## src/design/quadrature_encoder_debounced_decoder_core_defines.svh

```systemverilog
// Assertion macros shared by the decoder core.
`ifndef QUADRATURE_ENCODER_DEBOUNCED_DECODER_CORE_DEFINES_SVH
`define QUADRATURE_ENCODER_DEBOUNCED_DECODER_CORE_DEFINES_SVH

// Same-cycle implication, checked outside reset.
`define QEDD_ASSERT_NOW(lbl, ante, cons, msg) \
  lbl: assert property (@(posedge clk) disable iff (rst) (ante) |-> (cons)) else $error(msg);

// Next-cycle implication, checked outside reset.
`define QEDD_ASSERT_NEXT(lbl, ante, cons, msg) \
  lbl: assert property (@(posedge clk) disable iff (rst) (ante) |=> (cons)) else $error(msg);

`endif

```

## src/design/qedd_pkg.sv

```systemverilog
`timescale 1ns / 1ps
package qedd_pkg;

  typedef logic [1:0] phases_t;
  typedef logic [1:0] gray_pos_t;
  typedef logic [7:0] lockout_t;
  typedef logic signed [3:0] substep_t;
  typedef logic signed [1:0] step_t;

  typedef struct packed {
    phases_t prev;
    phases_t cur;
  } phase_pair_t;

  localparam lockout_t LOCKOUT_TIME_RESET = 8'd10;

  localparam step_t STEP_NONE = 2'sd0;
  localparam step_t STEP_CW   = 2'sd1;
  localparam step_t STEP_CCW  = -2'sd1;

  localparam gray_pos_t POS_DIFF_UP   = 2'd1;
  localparam gray_pos_t POS_DIFF_DOWN = 2'd3;

  localparam substep_t SUBSTEP_WRAP_UP   = 4'sd4;
  localparam substep_t SUBSTEP_WRAP_DOWN = -4'sd4;
  localparam substep_t SUBSTEP_ZERO      = 4'sd0;
  localparam substep_t SUBSTEP_MIN       = -4'sd3;
  localparam substep_t SUBSTEP_MAX       = 4'sd3;

  // Gray position of a (B, A) pair: 00=0, 01=1, 11=2, 10=3.
  function automatic gray_pos_t gray_pos(input phases_t p);
    gray_pos = {p[1], p[1] ^ p[0]};
  endfunction

endpackage

```

## src/design/quadrature_encoder_debounced_decoder_core.sv

```systemverilog
`timescale 1ns / 1ps
// Channel   Direction  Word contents
// s_axis    in         tdata[0] phase_a, tdata[1] phase_b
// m_axis    out        tdata[1:0] step (signed)
// cfg       in         cfg_wr_data = lockout_time, written when cfg_wr_en is high
//
// One word is taken per cycle while a low m_axis_tready does not hold the result register;
// a result word is valid once its input word has passed the input and result registers.
// The input register feeds the latch and sub-step logic, which loads the result register.
// While the result register is held by a low m_axis_tready, a single input word waits
// in the input register and s_axis_tready drops once that register is full.
// Synchronous reset clears both valid flags, the lockouts, the latched pair and the count,
// and sets lockout_time to 10.
`include "quadrature_encoder_debounced_decoder_core_defines.svh"
module quadrature_encoder_debounced_decoder_core (
  input  logic       clk,
  input  logic       rst,
  input  logic       s_axis_tvalid,
  output logic       s_axis_tready,
  input  logic [7:0] s_axis_tdata,   // [0] phase_a, [1] phase_b, [7:2] zero
  output logic       m_axis_tvalid,
  input  logic       m_axis_tready,
  output logic [7:0] m_axis_tdata,   // [1:0] step, [7:2] zero
  input  logic       cfg_wr_en,
  input  logic [7:0] cfg_wr_data
);

  qedd_pkg::lockout_t    lockout_time;
  logic                  in_valid;
  qedd_pkg::phases_t     in_phases;
  logic                  out_valid;
  qedd_pkg::step_t       out_step;
  logic                  advance;
  qedd_pkg::phase_pair_t pair;
  qedd_pkg::step_t       step_next;
  qedd_pkg::substep_t    count;

  assign advance       = in_valid && (!out_valid || m_axis_tready);
  assign s_axis_tready = !in_valid || advance;
  assign m_axis_tvalid = out_valid;
  assign m_axis_tdata  = {6'b0, out_step};

  always_ff @(posedge clk) begin
    if (rst) begin
      lockout_time <= qedd_pkg::LOCKOUT_TIME_RESET;
    end else if (cfg_wr_en) begin
      lockout_time <= cfg_wr_data;
    end
  end

  always_ff @(posedge clk) begin
    if (rst) begin
      in_valid <= 1'b0;
    end else if (s_axis_tready) begin
      in_valid <= s_axis_tvalid;
    end
  end

  always_ff @(posedge clk) begin
    if (s_axis_tvalid && s_axis_tready) begin
      in_phases <= s_axis_tdata[1:0];
    end
  end

  always_ff @(posedge clk) begin
    if (rst) begin
      out_valid <= 1'b0;
    end else if (advance) begin
      out_valid <= 1'b1;
    end else if (m_axis_tready) begin
      out_valid <= 1'b0;
    end
  end

  always_ff @(posedge clk) begin
    if (advance) begin
      out_step <= step_next;
    end
  end

  qedd_latch u_latch (
    .clk          (clk),
    .rst          (rst),
    .en           (advance),
    .lockout_time (lockout_time),
    .sample       (in_phases),
    .pair         (pair)
  );

  qedd_count u_count (
    .clk       (clk),
    .rst       (rst),
    .en        (advance),
    .pair      (pair),
    .step_next (step_next),
    .count     (count)
  );

  `QEDD_ASSERT_NOW(a_count_range, 1'b1, (count >= qedd_pkg::SUBSTEP_MIN) && (count <= qedd_pkg::SUBSTEP_MAX), "sub-step count out of range")
  `QEDD_ASSERT_NEXT(a_step_clears_count, advance, (out_step == qedd_pkg::STEP_NONE) || (count == qedd_pkg::SUBSTEP_ZERO), "detent emitted without clearing the count")
  `QEDD_ASSERT_NEXT(a_state_holds, !advance, $stable(pair.prev) && $stable(count), "decoder state moved without a word")

endmodule

```

## src/design/qedd_latch.sv

```systemverilog
`timescale 1ns / 1ps
module qedd_latch (
  input  logic                  clk,
  input  logic                  rst,
  input  logic                  en,
  input  qedd_pkg::lockout_t    lockout_time,
  input  qedd_pkg::phases_t     sample,
  output qedd_pkg::phase_pair_t pair
);

  qedd_pkg::lockout_t lockout [2];
  qedd_pkg::lockout_t lockout_next [2];
  qedd_pkg::phases_t  latched;
  qedd_pkg::phases_t  latched_next;

  always_comb begin
    qedd_pkg::lockout_t load;
    latched_next = latched;
    for (int ch = 0; ch < 2; ch++) begin
      load = lockout[ch];
      if ((lockout[ch] == '0) && (sample[ch] != latched[ch])) begin
        latched_next[ch] = sample[ch];
        load = lockout_time;
      end
      lockout_next[ch] = (load != '0) ? load - 8'd1 : '0;
    end
  end

  always_ff @(posedge clk) begin
    if (rst) begin
      latched    <= '0;
      lockout[0] <= '0;
      lockout[1] <= '0;
    end else if (en) begin
      latched    <= latched_next;
      lockout[0] <= lockout_next[0];
      lockout[1] <= lockout_next[1];
    end
  end

  assign pair.prev = latched;
  assign pair.cur  = latched_next;

endmodule

```

## src/design/qedd_count.sv

```systemverilog
`timescale 1ns / 1ps
module qedd_count (
  input  logic                  clk,
  input  logic                  rst,
  input  logic                  en,
  input  qedd_pkg::phase_pair_t pair,
  output qedd_pkg::step_t       step_next,
  output qedd_pkg::substep_t    count
);

  qedd_pkg::substep_t  count_next;
  qedd_pkg::substep_t  inc;
  qedd_pkg::substep_t  dec;
  qedd_pkg::gray_pos_t diff;

  always_comb begin
    diff       = qedd_pkg::gray_pos(pair.cur) - qedd_pkg::gray_pos(pair.prev);
    inc        = count + 4'sd1;
    dec        = count - 4'sd1;
    count_next = count;
    step_next  = qedd_pkg::STEP_NONE;
    case (diff)
      qedd_pkg::POS_DIFF_UP: begin
        if ((inc == qedd_pkg::SUBSTEP_WRAP_UP) || (inc == qedd_pkg::SUBSTEP_ZERO)) begin
          count_next = qedd_pkg::SUBSTEP_ZERO;
          step_next  = qedd_pkg::STEP_CW;
        end else begin
          count_next = inc;
        end
      end
      qedd_pkg::POS_DIFF_DOWN: begin
        if ((dec == qedd_pkg::SUBSTEP_WRAP_DOWN) || (dec == qedd_pkg::SUBSTEP_ZERO)) begin
          count_next = qedd_pkg::SUBSTEP_ZERO;
          step_next  = qedd_pkg::STEP_CCW;
        end else begin
          count_next = dec;
        end
      end
      default: begin
        count_next = count;
      end
    endcase
  end

  always_ff @(posedge clk) begin
    if (rst) begin
      count <= qedd_pkg::SUBSTEP_ZERO;
    end else if (en) begin
      count <= count_next;
    end
  end

endmodule
```

## config.mk

```make
export PLATFORM = sky130hd
export DESIGN_NAME = quadrature_encoder_debounced_decoder_core
export DESIGN_NICKNAME = d
export VERILOG_FILES = /design/src/design/qedd_pkg.sv /design/src/design/quadrature_encoder_debounced_decoder_core.sv /design/src/design/qedd_latch.sv /design/src/design/qedd_count.sv
export VERILOG_INCLUDE_DIRS = /design/src /design/src/design
export SDC_FILE = /design/constraint.sdc
export NUM_CORES = 1
export LEC_CHECK = 0
export BUFFER_PORTS_ARGS = -buffer_cell sky130_fd_sc_hd__buf_2
export CORE_AREA = 5 5 79 81
export DETAILED_ROUTE_END_ITERATION = 8
export DIE_AREA = 0 0 84 86
export PLACE_DENSITY = 0.68
export SLEW_MARGIN = 20
export SYNTH_ARGS = -nofsm -noshare
export SYNTH_HDL_FRONTEND = slang
export SYNTH_HIERARCHICAL = 1
export SYNTH_SLANG_ARGS = --single-unit
```

## constraint.sdc

```tcl
create_clock -name clk -period 6 [get_ports clk]
set_clock_uncertainty 0.1 [all_clocks]
set_input_delay 0.3 -clock clk [delete_from_list [all_inputs] [get_ports clk]]
set_output_delay 0.3 -clock clk [all_outputs]
set_load 0.005 [all_outputs]
```

---- After elaboration in Yosys (flattened, before gate mapping) ----
Memory sizes are Yosys's and may differ from the RTL's.
Index checks and enable logic that the tools add are counted.
word-level totals
  input bits .............................. 21
  memories ................................ 1
  word-level logic and storage cells ...... 63
  register bits after elaboration ......... 20
  output and inout port bits .............. 10
  memory bits (writable) .................. 16
memories
  name             words  width  read ports  clocked after memory_dff  wr ports  RTL line          source
  u_latch.lockout  2      8      2           0                         2         qedd_latch.sv:11  qedd_pkg::lockout_t lockout [2];
cells by class
  multiplexer cells ....................... 21
  bitwise operators ....................... 4
  equal/unequal tests ..................... 6
  reductions and logical operators ........ 19
  add/sub/neg operators ................... 5
operators by type and width
  operator                                           number
  2-to-1 mux 8 bit                                   6
  logical NOT 8 bit                                  2
  nonzero test 8 bit                                 2
  subtractor 8 x 1 -> 8 bit (second input constant)  2
  2-to-1 mux 1 bit                                   10
  logical NOT 4 bit                                  2
  2-to-1 mux 4 bit                                   2
  case mux 4 bit (2 select lines)                    1
  adder 4 x 2 -> 4 bit (second input constant)       1
  == test 4 x 3 -> 1 bit (second input constant)     1
  == test 4 bit (second input constant)              1
  logical AND 1 bit                                  4
  logical OR 1 bit                                   4
  case mux 2 bit (2 select lines)                    1
  nonzero test 2 bit                                 2
  subtractor 4 x 2 -> 4 bit (second input constant)  1
  == test 2 x 1 -> 1 bit (second input constant)     1
  == test 2 bit (second input constant)              1
  logical NOT 1 bit                                  2
  2-to-1 mux 2 bit                                   1
  != test 1 bit                                      2
  OR 1 bit                                           2
  AND reduction 2 bit                                1
  subtractor 2 bit                                   1
  XOR 1 bit                                          2

---- Depth between registers and ports, before layout ----
An unclocked memory read counts as a cell.
  depth in word-level cells ............... 9
  mapped depth ............................ 12
  gate-level depth less buffers ........... 12

---- By module ----
The synthesis kept the hierarchy.
by module, submodules not included
  module                                     cells each  sequential area each (um^2)  instances  area each (um^2)
  qedd_latch                                 147         520.5                        1          1396.3
  quadrature_encoder_debounced_decoder_core  47          320.3                        1          546.8
  qedd_count                                 43          80.1                         1          396.6

---- Least setup slack after synthesis ----
No wires, ideal clock.
  path kind ............................... flip-flop to flip-flop
  from .................................... memory u_latch/lockout[0][8] in the netlist's numbering
  to ...................................... register u_count.count[3]
  data required time ...................... 5.826 ns
  setup time .............................. 0.074 ns
  slack ................................... 3.141 ns
  period minus slack after synthesis ...... 2.859 ns
  buffers on the path ..................... 0
  data arrival time ....................... 2.685 ns
  stages on the path, launching flop included .. 11
  cells stage by stage .................... edfxtp_1 -> nor4_4 -> nand2_1 -> mux2_2 -> xnor2_1 -> ha_1 -> xor3_2 -> and2b_4 -> mux2i_1 -> or4b_1 -> a31oi_1
RTL lines
  element               RTL line          source
  start, declared       qedd_latch.sv:11
  end signal, assigned  qedd_count.sv:47  count <= qedd_pkg::SUBSTEP_ZERO;
  end signal, assigned  qedd_count.sv:49  count <= count_next;
  end, declared         qedd_count.sv:8   output qedd_pkg::substep_t count

==> reports/metrics.cfg <==
[timing]
setup_slack_ns = 2.87
tns_ns = 0
finalHoldViolations = 0
rsz0062_at_grt = no
setup_viol = 0
fin_crit_ns = 3.13
drv_slew = 0
fmax_mhz = 319
period_share = 0.522
relSlewSlack = 0.573
worst_pin_slew_ns = 0.638

[detailed_routing]
remaining_drc_errors = 0
dr_total_vias = 1787
top_layer = met4
first_pass_iters = 4
met2_length_um = 2210
wl_met3_um = 194
drt_wl_total_um = 4660
vias_per_cell = 5.45
drt_iter0_drc = 81
postRouteAntennaNets = 0
met1_length_um = 2180
wl_per_cell_um = 14.2

[die]
dieArea_sq_um = 7220
ioPinCount = 31
core_sq_um = 5410
placementRows = 27
die_y_um = 86
die_w_um = 84
start_util = 0.433

[worst_setup_path]
end_kind = flip-flop
path_class = reg2reg
cp_slowest_cell = edfxtp_1
worstReg2RegStart = u_latch/lockout[0][3]
crit_family = simple AND/OR/NAND/NOR gates
r2r_setup_slack_ns = 2.87
worstPathRequired_ns = 6.11
reg2regPathDepth = 12
path_buf_inv = 0
r2r_end = u_count/count[3]
worstPathArrival_ns = 3.24
cp_slowest_stage_delay_ns = 0.46
crit_chain = nor3_1, and2_1, nand2_1, nand2_1, nand2_1, xnor2_1, ha_1, xor3_2, and2b_4, mux2i_1, or4b_1, a31oi_1
cp_max_fo = 5
start_kind = flip-flop
critPathMostFrequentCell = nand2_1

[hold_path]
hold_start = s_axis_tdata[0]
holdPathStages = 1
hold_end = in_phases[0]
hold_path.class = in2reg

[power_and_ir_drop]
peakVddDrop_v = 0.000191
p_comb_frac = 0.187
p_sw_uw = 163
swShare = 0.278
p_per_area_nw_per_um2 = 232
power.internal_uw = 423
leakage_nw = 0.959
p_clk_frac = 0.296
power_frac_seq = 0.517

[final_layout]
fin_util = 0.469
postLayoutCellArea_sq_um = 2530
drive_above_1_share = 0.188
nets = 284
diodes = 0
fillers = 531
final_common_cell = nor2_1
area_growth_pct = 8.24
final_cell_mix = nor2_1, a21oi_1, edfxtp_1

[logic_synthesis]
synth_area_sq_um = 2340
synth_ff_type = edfxtp_1
yosys.area.top_type = edfxtp_1
synth_edf_count = 20
synth_top_area_share = 0.257
ys_warn_count = 6
synth.avg_cell_area_sq_um = 9.87
ys_async_sr_fraction = 0
synthCells = 237
ys_seq_area_frac = 0.394
ys_seq_elements = 36
synth.area.top_cells = edfxtp_1, dfxtp_1, a21oi_1
yosysUniqueCellTypes = 62

[clock_tree]
cts_buffer_depth = 2
clkSinkCount = 36
path_clk_slew_ns = 0.07
htree_levels = 2
cts_made_buffers = 5
ctsResizeCount = 0
cts_hold_buf = 0
cts_tree = done
clk_latency_ns = 0.28
cts-root-buf = clkbuf_8
cts_setup_buffers = 0

[placement]
numPortBuffers = 18
hpwl_um = 3550
pre_cts_slack_ns = 2.85
place_area_sq_um = 2440
gp_congestion = 0.807

[global_route]
grt_usage = 0.139
grt_pass1_vias = 1773
grt_max_degree = 18
overflow = 0
antenna_found_initial = 0
grt_pass1_wl_um = 8220

[flow_run]
drv_cap = 0

[outcome]
status = finished, final reports clean

worst max path at each step:
stage	from	endpoint	slack, ns	cells after the start
6_report	u_latch/lockout[0][3]	u_count/count[3]	2.87	12
5_1_grt	u_latch/lockout[0][14]	u_count/count[3]	2.63	10
4_1_cts	u_latch/lockout[0][8]	u_count/count[3]	2.84	10
3_5_place_dp	u_latch/lockout[0][8]	u_count/count[3]	2.85	10
3_3_place_gp	u_latch/lockout[0][8]	u_count/count[3]	2.93	10
2_1_floorplan	u_latch/lockout[0][8]	u_count/count[3]	3.14	10
routing by layer:
| metal | vias to the layer above | global-route usage |
|---|---|---|
| met2 | 36 | 0.223 |
| met5 | - | 0 |
| met3 | 8 | 0.0317 |
| met4 | 0 | 0.0556 |
| met1 | 843 | 0.182 |
| li1 | 900 | - |
Yosys cell counts (all sizes together) (2+ instances only):
cell type and count:
nand3b 3, nand2 13, o311ai 3, or3b 2, xnor2 8, nand2b 4, nor2 24, nor3 8
or2b 2, and3 3, a21oi 22, a211oi 3, or2 3, inv 6, a31oi 4, a21o 2
xor2 7, mux2i 9, nor4 5, nand3 5, buf 12, or3 6, nor2b 4, dfxtp 16
ha 8, edfxtp 20, and2 4, a211o 3, a311oi 2, nor4b 2, o2111ai 2, o21ai 9
area by class of cell:
| cell class | instances | area (sq um) | area share |
|---|---|---|---|
| clock buffer | 8 | 90.1 | 0.0356 |
| inverter | 6 | 22.5 | 0.00889 |
| multi-input combinational | 188 | 1320 | 0.521 |
| sequential | 36 | 921 | 0.364 |
| tap | 72 | 90.1 | 0.0356 |
| timing repair buffer | 18 | 90.1 | 0.0356 |
cell families after synthesis:
logic type | Yosys count | share of synthesized area
other cells | 1 | 0.00160
fa+ha+maj | 8 | 0.0428
buf+inv | 18 | 0.0508
compound gates | 56 | 0.162
xor+xnor | 16 | 0.0701
simple gates | 92 | 0.236
flops | 36 | 0.394
mux | 10 | 0.0433
power by group through the flow:
stage	sequential (mW)	clock (mW)	combinational, mW
after floorplan	0.300	0	0.0941
after global placement	0.308	0	0.106
after detailed placement	0.309	0	0.110
after CTS	0.303	0.180	0.110
after global routing	0.307	0.192	0.124
final	0.303	0.174	0.109
sequential cells by signal, indices dropped and copies added, names as in the netlist:
name / count
u_latch/latched: 2
out_step: 2
in_phases: 2
u_count/count: 4
in_valid: 1
lockout_time: 8
m_axis_tvalid: 1
u_latch/lockout: 16
stage by stage:
| stage | hold WS (ns) | cells | power (mW) |
|---|---|---|---|
| after floorplan | 0.272 | 242 | 0.394 |
| after global placement | 0.352 | 320 | 0.415 |
| after detailed placement | 0.354 | 320 | 0.418 |
| after CTS | 0.0944 | 328 | 0.594 |
| after global routing | 0.0814 | 328 | 0.623 |
| final | 0.102 | 328 | 0.587 |
No activity file was read; power rests on OpenSTA's default activity.
